$ cat src/hdl/dlct_pkg.sv
`default_nettype none

package dlct_pkg;

    localparam int CNT_W  = 17;
    localparam int HOLD_W = 4;
    localparam int ADDR_W = 4;
    localparam int DATA_W = 32;

    localparam logic [CNT_W-1:0]  ON_TICKS_RST   = CNT_W'(1);
    localparam logic [CNT_W-1:0]  OFF_TICKS_RST  = CNT_W'(1);
    localparam logic [HOLD_W-1:0] HOLD_TICKS_RST = HOLD_W'(3);
    // largest usable hold; the all-ones code is treated as this
    localparam logic [HOLD_W-1:0] HOLD_MAX       = HOLD_W'(14);

    typedef enum logic [1:0] {
        REG_ON_TICKS   = 2'd0,
        REG_OFF_TICKS  = 2'd1,
        REG_HOLD_TICKS = 2'd2,
        REG_NONE       = 2'd3
    } reg_idx_t;

    typedef struct packed {
        logic [CNT_W-1:0]  on_ticks;
        logic [CNT_W-1:0]  off_ticks;
        logic [HOLD_W-1:0] hold_ticks;
    } cfg_t;

    typedef struct packed {
        logic              power_on;
        logic              light_state;
        logic [HOLD_W-1:0] press_count;
        logic [CNT_W-1:0]  on_left;
        logic [CNT_W-1:0]  off_left;
    } status_t;

endpackage

`default_nettype wire

$ cat src/hdl/dlct_regs.sv
`default_nettype none

module dlct_regs (
    input  wire logic                        aclk,
    input  wire logic                        aresetn,
    input  wire logic                        psel,
    input  wire logic                        penable,
    input  wire logic                        pwrite,
    input  wire logic [dlct_pkg::ADDR_W-1:0] paddr,
    input  wire logic [dlct_pkg::DATA_W-1:0] pwdata,
    output logic      [dlct_pkg::DATA_W-1:0] prdata,
    output logic                             pready,
    output dlct_pkg::cfg_t                   cfg
);
    import dlct_pkg::*;

    cfg_t     cfg_reg;
    cfg_t     cfg_next;
    reg_idx_t idx;
    logic     wr_en;

    assign pready = 1'b1;
    assign idx    = reg_idx_t'(paddr[3:2]);
    assign wr_en  = psel && penable && pwrite && pready;

    always_comb begin
        cfg_next = cfg_reg;
        if (wr_en) begin
            case (idx)
                REG_ON_TICKS:   cfg_next.on_ticks   = pwdata[CNT_W-1:0];
                REG_OFF_TICKS:  cfg_next.off_ticks  = pwdata[CNT_W-1:0];
                REG_HOLD_TICKS: cfg_next.hold_ticks = pwdata[HOLD_W-1:0];
                default:        cfg_next = cfg_reg;
            endcase
        end
    end

    always_ff @(posedge aclk) begin
        if (!aresetn) begin
            cfg_reg.on_ticks   <= ON_TICKS_RST;
            cfg_reg.off_ticks  <= OFF_TICKS_RST;
            cfg_reg.hold_ticks <= HOLD_TICKS_RST;
        end else begin
            cfg_reg <= cfg_next;
        end
    end

    always_comb begin
        case (idx)
            REG_ON_TICKS:   prdata = DATA_W'(cfg_reg.on_ticks);
            REG_OFF_TICKS:  prdata = DATA_W'(cfg_reg.off_ticks);
            REG_HOLD_TICKS: prdata = DATA_W'(cfg_reg.hold_ticks);
            default:        prdata = '0;
        endcase
    end

    assign cfg = cfg_reg;

endmodule

`default_nettype wire

$ cat src/hdl/dlct_core.sv
`default_nettype none

module dlct_core (
    input  wire logic           aclk,
    input  wire logic           aresetn,
    input  wire dlct_pkg::cfg_t cfg,
    input  wire logic           s_valid,
    output logic                s_ready,
    input  wire logic           s_button_held,
    input  wire logic           s_is_dark,
    output logic                m_valid,
    input  wire logic           m_ready,
    output logic                m_power_lamp,
    output logic                m_light_active,
    output dlct_pkg::status_t   status
);
    import dlct_pkg::*;

    // input stage
    logic    in_valid_reg;
    logic    in_held_reg;
    logic    in_dark_reg;
    // result stage
    logic    out_valid_reg;
    logic    out_lamp_reg;
    logic    out_light_reg;
    // tick state
    status_t st_reg;
    status_t st_next;

    logic              advance;
    logic [HOLD_W-1:0] hold;

    // input stage moves on whenever the result slot is free or being drained
    assign advance = in_valid_reg && (!out_valid_reg || m_ready);
    assign s_ready = !in_valid_reg || advance;
    assign hold    = (cfg.hold_ticks > HOLD_MAX) ? HOLD_MAX : cfg.hold_ticks;

    always_comb begin
        st_next = st_reg;

        // phase countdown
        if (st_reg.power_on) begin
            if (st_reg.on_left != '0) begin
                st_next.light_state = 1'b1;
                st_next.on_left     = st_reg.on_left - CNT_W'(1);
            end else if (st_reg.off_left != '0) begin
                st_next.light_state = 1'b0;
                st_next.off_left    = st_reg.off_left - CNT_W'(1);
            end else begin
                st_next.on_left  = cfg.on_ticks;
                st_next.off_left = cfg.off_ticks;
            end
        end

        // button hold, one toggle per press
        if (in_held_reg) begin
            if (st_reg.press_count < hold) begin
                st_next.press_count = st_reg.press_count + HOLD_W'(1);
            end else if (st_reg.press_count == hold) begin
                if (!st_reg.power_on) begin
                    st_next.power_on = 1'b1;
                    st_next.on_left  = cfg.on_ticks;
                    st_next.off_left = cfg.off_ticks;
                end else begin
                    st_next.power_on    = 1'b0;
                    st_next.light_state = 1'b0;
                    st_next.on_left     = '0;
                    st_next.off_left    = '0;
                end
                st_next.press_count = st_reg.press_count + HOLD_W'(1);
            end
        end else begin
            st_next.press_count = '0;
        end

        // light sensor
        if (in_dark_reg) begin
            if (st_next.power_on) begin
                st_next.light_state = (st_next.on_left != '0);
            end
        end else begin
            st_next.light_state = 1'b0;
        end
    end

    always_ff @(posedge aclk) begin
        if (!aresetn) begin
            in_valid_reg  <= 1'b0;
            out_valid_reg <= 1'b0;
            st_reg        <= '0;
        end else begin
            if (s_ready) begin
                in_valid_reg <= s_valid;
            end
            if (advance) begin
                out_valid_reg <= 1'b1;
                st_reg        <= st_next;
            end else if (m_ready) begin
                out_valid_reg <= 1'b0;
            end
        end
    end

    always_ff @(posedge aclk) begin
        if (s_ready && s_valid) begin
            in_held_reg <= s_button_held;
            in_dark_reg <= s_is_dark;
        end
        if (advance) begin
            out_lamp_reg  <= st_reg.power_on;
            out_light_reg <= st_next.light_state;
        end
    end

    assign m_valid        = out_valid_reg;
    assign m_power_lamp   = out_lamp_reg;
    assign m_light_active = out_light_reg;
    assign status         = st_reg;

endmodule

`default_nettype wire

$ cat src/hdl/dusk_light_cycle_timer.sv
// Channel   Direction  Handshake            Payload
// s_        in         s_valid / s_ready    s_button_held, s_is_dark
// m_        out        m_valid / m_ready    m_power_lamp, m_light_active
// apb       in         psel/penable/pready  paddr, pwdata, pwrite -> prdata
//
// Input register, then result register; one request per cycle while m_ready is high.
// The tick update is one combinational step between the input and result registers.
// Reset (aresetn low, synchronous) clears valids and tick state, loads register defaults.
// A stalled result holds its register; the input side keeps accepting as long as
// the input register can move into the result slot in the same cycle.
`default_nettype none

module dusk_light_cycle_timer (
    input  wire logic                        aclk,
    input  wire logic                        aresetn,
    input  wire logic                        psel,
    input  wire logic                        penable,
    input  wire logic                        pwrite,
    input  wire logic [dlct_pkg::ADDR_W-1:0] paddr,
    input  wire logic [dlct_pkg::DATA_W-1:0] pwdata,
    output logic      [dlct_pkg::DATA_W-1:0] prdata,
    output logic                             pready,
    input  wire logic                        s_valid,
    output logic                             s_ready,
    input  wire logic                        s_button_held,
    input  wire logic                        s_is_dark,
    output logic                             m_valid,
    input  wire logic                        m_ready,
    output logic                             m_power_lamp,
    output logic                             m_light_active
);
    import dlct_pkg::*;

    cfg_t    cfg;
    status_t status;

    dlct_regs u_regs (
        .aclk    (aclk),
        .aresetn (aresetn),
        .psel    (psel),
        .penable (penable),
        .pwrite  (pwrite),
        .paddr   (paddr),
        .pwdata  (pwdata),
        .prdata  (prdata),
        .pready  (pready),
        .cfg     (cfg)
    );

    dlct_core u_core (
        .aclk           (aclk),
        .aresetn        (aresetn),
        .cfg            (cfg),
        .s_valid        (s_valid),
        .s_ready        (s_ready),
        .s_button_held  (s_button_held),
        .s_is_dark      (s_is_dark),
        .m_valid        (m_valid),
        .m_ready        (m_ready),
        .m_power_lamp   (m_power_lamp),
        .m_light_active (m_light_active),
        .status         (status)
    );

    // the light can only be lit while powered
    a_light_needs_power: assert property (@(posedge aclk) disable iff (!aresetn)
        !status.power_on |-> !status.light_state)
        else $error("light active while unpowered");

    // power-off clears both countdowns
    a_off_clears: assert property (@(posedge aclk) disable iff (!aresetn)
        $fell(status.power_on) |-> (status.on_left == '0) && (status.off_left == '0))
        else $error("countdowns not cleared at power-off");

    // power-on loads the on phase length
    a_on_loads: assert property (@(posedge aclk) disable iff (!aresetn)
        $rose(status.power_on) |-> status.on_left == cfg.on_ticks)
        else $error("on countdown not loaded at power-on");

endmodule

`default_nettype wire

$ cat config.mk
export PLATFORM = sky130hd
export DESIGN_NAME = dusk_light_cycle_timer
export DESIGN_NICKNAME = d
export VERILOG_FILES = /design/src/hdl/dlct_pkg.sv /design/src/hdl/dlct_regs.sv /design/src/hdl/dlct_core.sv /design/src/hdl/dusk_light_cycle_timer.sv
export SDC_FILE = /design/constraint.sdc
export NUM_CORES = 1
export LEC_CHECK = 0
export BUFFER_PORTS_ARGS = -buffer_cell sky130_fd_sc_hd__buf_2
export CORE_MARGIN = 1
export CORE_UTILIZATION = 40
export DETAILED_ROUTE_END_ITERATION = 8
export PLACE_DENSITY_LB_ADDON = 0.05
export SYNTH_ARGS = -nofsm -noshare
export SYNTH_HDL_FRONTEND = slang
export SYNTH_HIERARCHICAL = 1
export SYNTH_SLANG_ARGS = --single-unit
$ cat constraint.sdc
create_clock -name aclk -period 3.5 [get_ports aclk]
set_input_delay 0.525 -clock aclk [delete_from_list [all_inputs] [get_ports aclk]]
set_output_delay 0.525 -clock aclk [all_outputs]
set_load 0.005 [all_outputs]
# Word-level counts from Yosys, hierarchy flattened
# Index checks and enable logic that the tools add are counted.
[op_classes] mux=24 reduce_logical=17 n_addsub=3 order_cmp=2 eq_ne=4
[ops] op="34-bit 2-to-1 mux" n=4
[ops] op="17-bit 2-to-1 mux" n=4
[ops] op="17-bit one-hot mux with 3 select lines" n=1
[ops] op="17-bit nonzero test" n=3
[ops] op="40-bit 2-to-1 mux" n=1
[ops] op="17-bit by 1-bit subtractor with 17-bit output, second input constant" n=2
[ops] op="4-bit 2-to-1 mux" n=3
[ops] op="1-bit 2-to-1 mux" n=9
[ops] op="2-bit AND reduction" n=4
[ops] op="4-bit by 1-bit adder with 4-bit output, second input constant" n=1
[ops] op="4-bit == test" n=1
[ops] op="4-bit greater-than comparator, second input constant" n=1
[ops] op="1-bit logical AND" n=4
[ops] op="4-bit less-than comparator" n=1
[ops] op="2-bit 2-to-1 mux" n=2
[ops] op="3-bit inequality test, second input constant" n=1
[ops] op="2-bit by 1-bit == test with 1-bit output, second input constant" n=1
[ops] op="2-bit == test, second input constant" n=1
[ops] op="1-bit zero test" n=2
[ops] op="2-bit zero test" n=1
[ops] op="1-bit logical OR" n=2
[ops] op="2-bit nonzero test" n=1
[totals] wordCells=64 output_inout_bits=37 ff_bits=84

# Logic depth before layout (Yosys ltp)
[depth] depth_word=11 mapped_depth=13 mapped_depth_nobuf=12

# Hierarchy
# Netlist, hierarchy kept.
[by_module_without_submodules] module="dlct_core" cells_per_inst=481 area_per_inst_um2=3544.6 seq_area_each_um2=960.9 n_inst=1
[by_module_without_submodules] module="dlct_regs" cells_per_inst=210 area_per_inst_um2=1875.5 seq_area_each_um2=760.7 n_inst=1

# Worst setup path after synthesis
# No wires, ideal clock.
[synth_path] path_type="register to register" from="register u_regs.cfg_reg, in the netlist u_regs/cfg[1]" to="register u_core.out_light_reg, in the netlist u_core/m_light_active (data pin)" setup_ns=0.255 path_buffers=1 required_time_ns=3.245 path_stages_with_launch=13 path_slack_ns=0.445 period_less_slack_ns=3.055 arrival_ns=2.800 cell_sequence="dfxtp_1 -> inv_1 -> o31a_1 -> ha_1 -> nand3_1 -> nor2_1 -> buf_2 -> mux2_2 -> a22oi_1 -> nand4_1 -> a2111oi_0 -> a21oi_1 -> a31o_1"
[synth_rtl] item="from (decl)" line="dlct_regs.sv:17" text="cfg_t cfg_reg;"
[synth_rtl] item="from (signal assigned)" line="dlct_regs.sv:44" text="cfg_reg <= cfg_next;"
[synth_rtl] item="to (signal assigned)" line="dlct_core.sv:112" text="out_light_reg <= st_next.light_state;"
[synth_rtl] item="to (decl)" line="dlct_core.sv:26" text="logic out_light_reg;"

==> impl_metrics.toml <==
[clock_tree]
cts_buffers = 9
path_clk_slew_ps = 60
cts_root_buf = "clkbuf_16"
cts_htree_levels = 3
post-cts-setup-buffers = 0
clock_latency_ps = 350
clock_path_buffers = 2
cts_tree = "yes"
cts_sinks = 84

[finish]
n_fill_cell = 1361
regArea_um2 = 1720
layout.nets = 783
areaGrowthSynthToFinish_pct = 12.7
drive_gt1_share_pct = 15.9
multi_input_area_um2 = 3340
largest_reg_flops = 40
antenna_cells = 0

[worst_setup_path]
critPathArrivalTime_ps = 3380
reg2reg_depth = 12
reg2reg_from = "u_regs/cfg[1]$_SDFFE_PN1P_"
cp_max_fo = 6
crit_buf_inv = 1
crit_start = "u_regs/cfg[1]$_SDFFE_PN1P_"
cp-end-kind = "flop"
worst-setup-path-type = "flop to flop"
crit_path_start_kind = "flop"
crit_required_ps = 3600
critPathTopFamily = "compound AO/OA/AOI/OAI gates"
crit_path_cell_trace = "inv_1, o31a_1, ha_1, nor2b_1, a21boi_2, nor2_4, mux2_2, a2111oi_2, nand4_1, nor4_2, nand2_1, a31o_1"
reg2reg_slack_ps = 210
cpMaxStageDelayCell = "mux2_2"
slowest_delay_ps = 370
r2r-end = "u_core/m_light_active$_DFFE_PP_"

[timing]
hold_viol_final = 0
finalWorstPathRequiredPeriod_ps = 3290
rsz0062_at_grt = "false"
fin_crit_sh_pct = 93.9
finalSetupTns_ps = 0
max_slew_margin_pct = 28.8
final-max-slew-violation-count = 0
finClkSkew_ps = 6.99
setup_viol = 0
tightest_slew_ps = 1070
fmaxAchievable_mhz = 304

[worst_hold_path]
hp-class = "input port to flop"
whs_path_depth = 1
worstHoldEndpoint = "u_core/in_dark_reg$_DFFE_PP_"
hp-start = "s_is_dark"

[routing]
drtAntennaViolNets = 0
vias = 5192
via_per_inst = 5.71
drtIter0Drc = 363
drc = 0
first_pass_iters = 5
wl_um = 16500
wl_per_cell_um = 18.1

[pwr]
p_per_area_nw_per_um2 = 389
peakVddDrop_mv = 0.215
p_int_mw = 1.72
finalPower_mw = 2.38
clockPowerShare_pct = 41.8
power_frac_comb_pct = 15.1
p_sw_uw = 658
netSwitchingFraction_pct = 27.7
p_leak_nw = 2.49
pwr-share-seq_pct = 43.1

[floorplan]
num_rows = 42
die-area_um2 = 14000
start_util_pct = 40.9
pin_count = 82
die_y_um = 118
core_um2 = 13200
die_w_um = 118

[synth]
syn_avg_cell_area_um2 = 7.84
synth-async-reset-ratio_pct = 0
synth_area_um2 = 5420
ys_seq_area_share_pct = 31.8
synth_cell_types = 77
ys.flop_type = "dfxtp_1"
ys_seq_elements = 84
yosysWarnings = 6
synth_edf_count = 4
synth_cells = 691

[placed_design]
dp_hpwl_um = 12000
gp_congestion = 0.852
io_buffers = 48

[flow_run]
cap_violations = 0

[run_status]
status = "finished, final reports clean"

[global_routing]
grt_pass1_wl_um = 26500
grt_max_degree = 50
grt_pass1_vias = 4924
gr-usage-all-layers_pct = 24.3
overflow = 0
antenna_found_initial = 0
==> Yosys cell counts (14+ instances only) <==
library cell / number / area, um^2
a211oi_1: 14 / 105
a21oi_1: 55 / 275
buf_4: 19 / 143
clkbuf_1: 24 / 90.1
dfxtp_1: 80 / 1600
inv_1: 15 / 56.3
mux2i_1: 58 / 581
nand2_1: 94 / 353
nand3_1: 18 / 90.1
nand4_1: 14 / 87.6
nor2_1: 80 / 300
nor3_1: 22 / 110
o21ai_0: 29 / 145
==> kinds of logic (layout without fill, tap and decap cells) <==
| family | after synthesis | count (layout) | share of synthesized area [%] |
|---|---|---|---|
| compound gates | 166 | 166 | 20.2 |
| xor+xnor | 8 | 8 | 1.29 |
| fa+ha+maj | 9 | 9 | 2.08 |
| buf+inv | 79 | 108 | 7.94 |
| flops | 84 | 84 | 31.8 |
| mux | 61 | 61 | 11.3 |
| other cells | 2 | 16 | 0.139 |
| simple gates | 282 | 282 | 25.3 |
==> what timing repair did <==
| action | in CTS | in global routing |
|---|---|---|
| endpoints found under the setup margin | 0 | 1 |
| hold buffers | 0 | 0 |
| resized for setup | 0 | 4 |
==> worst reg2reg max path: stages, from the launching register on <==
cell and delay [ps]:
dfxtp_1 350, inv_1 70, o31a_1 290, ha_1 200
nor2b_1 130, a21boi_2 200, nor2_4 170, mux2_2 370
a2111oi_2 350, nand4_1 190, nor4_2 350, nand2_1 130
a31o_1 250
==> power groups by stage <==
stage | Combinational [mW] | Sequential [mW] | Clock, mW
3_5_place_dp | 0.353 | 1.04 | 0
4_1_cts | 0.355 | 1.02 | 1.02
5_1_grt | 0.396 | 1.03 | 1.06
6_report | 0.360 | 1.02 | 0.992
3_3_place_gp | 0.348 | 1.04 | 0
2_1_floorplan | 0.277 | 1.03 | 0
==> worst max path at each step <==
| stage | to | slack (ps) | cells after the start |
|---|---|---|---|
| floorplan | u_core/m_light_active$_DFFE_PP_ | 450 | 12 |
| global placement | u_core/m_light_active$_DFFE_PP_ | 180 | 12 |
| detailed placement | u_core/m_light_active$_DFFE_PP_ | 110 | 12 |
| CTS | u_core/m_light_active$_DFFE_PP_ | 90 | 12 |
| global route | u_core/m_light_active$_DFFE_PP_ | 5 | 12 |
| finish | u_core/m_light_active$_DFFE_PP_ | 210 | 12 |
==> placed cells by master, fill, tap and decap left out, types with 12 or more instances in the layout <==
master	n
a211oi_1	14
a21oi_1	55
a31oi_1	12
buf_2	48
buf_4	26
conb_1	16
dfxtp_1	80
inv_1	15
mux2i_1	58
nand2_1	94
nand3_1	18
nand4_1	14
nor2_1	79
nor3_1	21
o21ai_0	29
==> final cells by class <==
cell class / instances / area share (%)
multi-input combinational: 542 / 54.7
clock buffer: 12 / 4.20
inverter: 17 / 1.05
tap: 176 / 3.61
clock inverter: 4 / 0.779
sequential: 84 / 28.2
timing repair buffer: 75 / 7.46
==> metrics by stage <==
| stage | instances | util [%] | hold WS, ps | worst slack [ps] | instance area (um^2) |
|---|---|---|---|---|---|
| 5_1_grt | 910 | 46.1 | 343 | 4.68 | 6110 |
| 6_report | 910 | 46.1 | 355 | 214 | 6110 |
| 2_1_floorplan | 705 | - | 406 | 445 | 5470 |
| 3_5_place_dp | 894 | 43.7 | 462 | 113 | 5790 |
| 4_1_cts | 910 | 46.0 | 341 | 87.6 | 6090 |
| 3_3_place_gp | 894 | 43.7 | 451 | 177 | 5790 |
==> per-layer routing <==
layer,wire length [um],part of all wire [%],up-vias,GRT usage (%)
met3,925,5.6,22,4.68
met5,0,0,-,0
met1,7480,45,2460,32.2
met2,7590,46,173,38.5
met4,480,2.9,0,10.5
li1,-,-,2537,-
No activity file was read; power rests on OpenSTA's default activity.
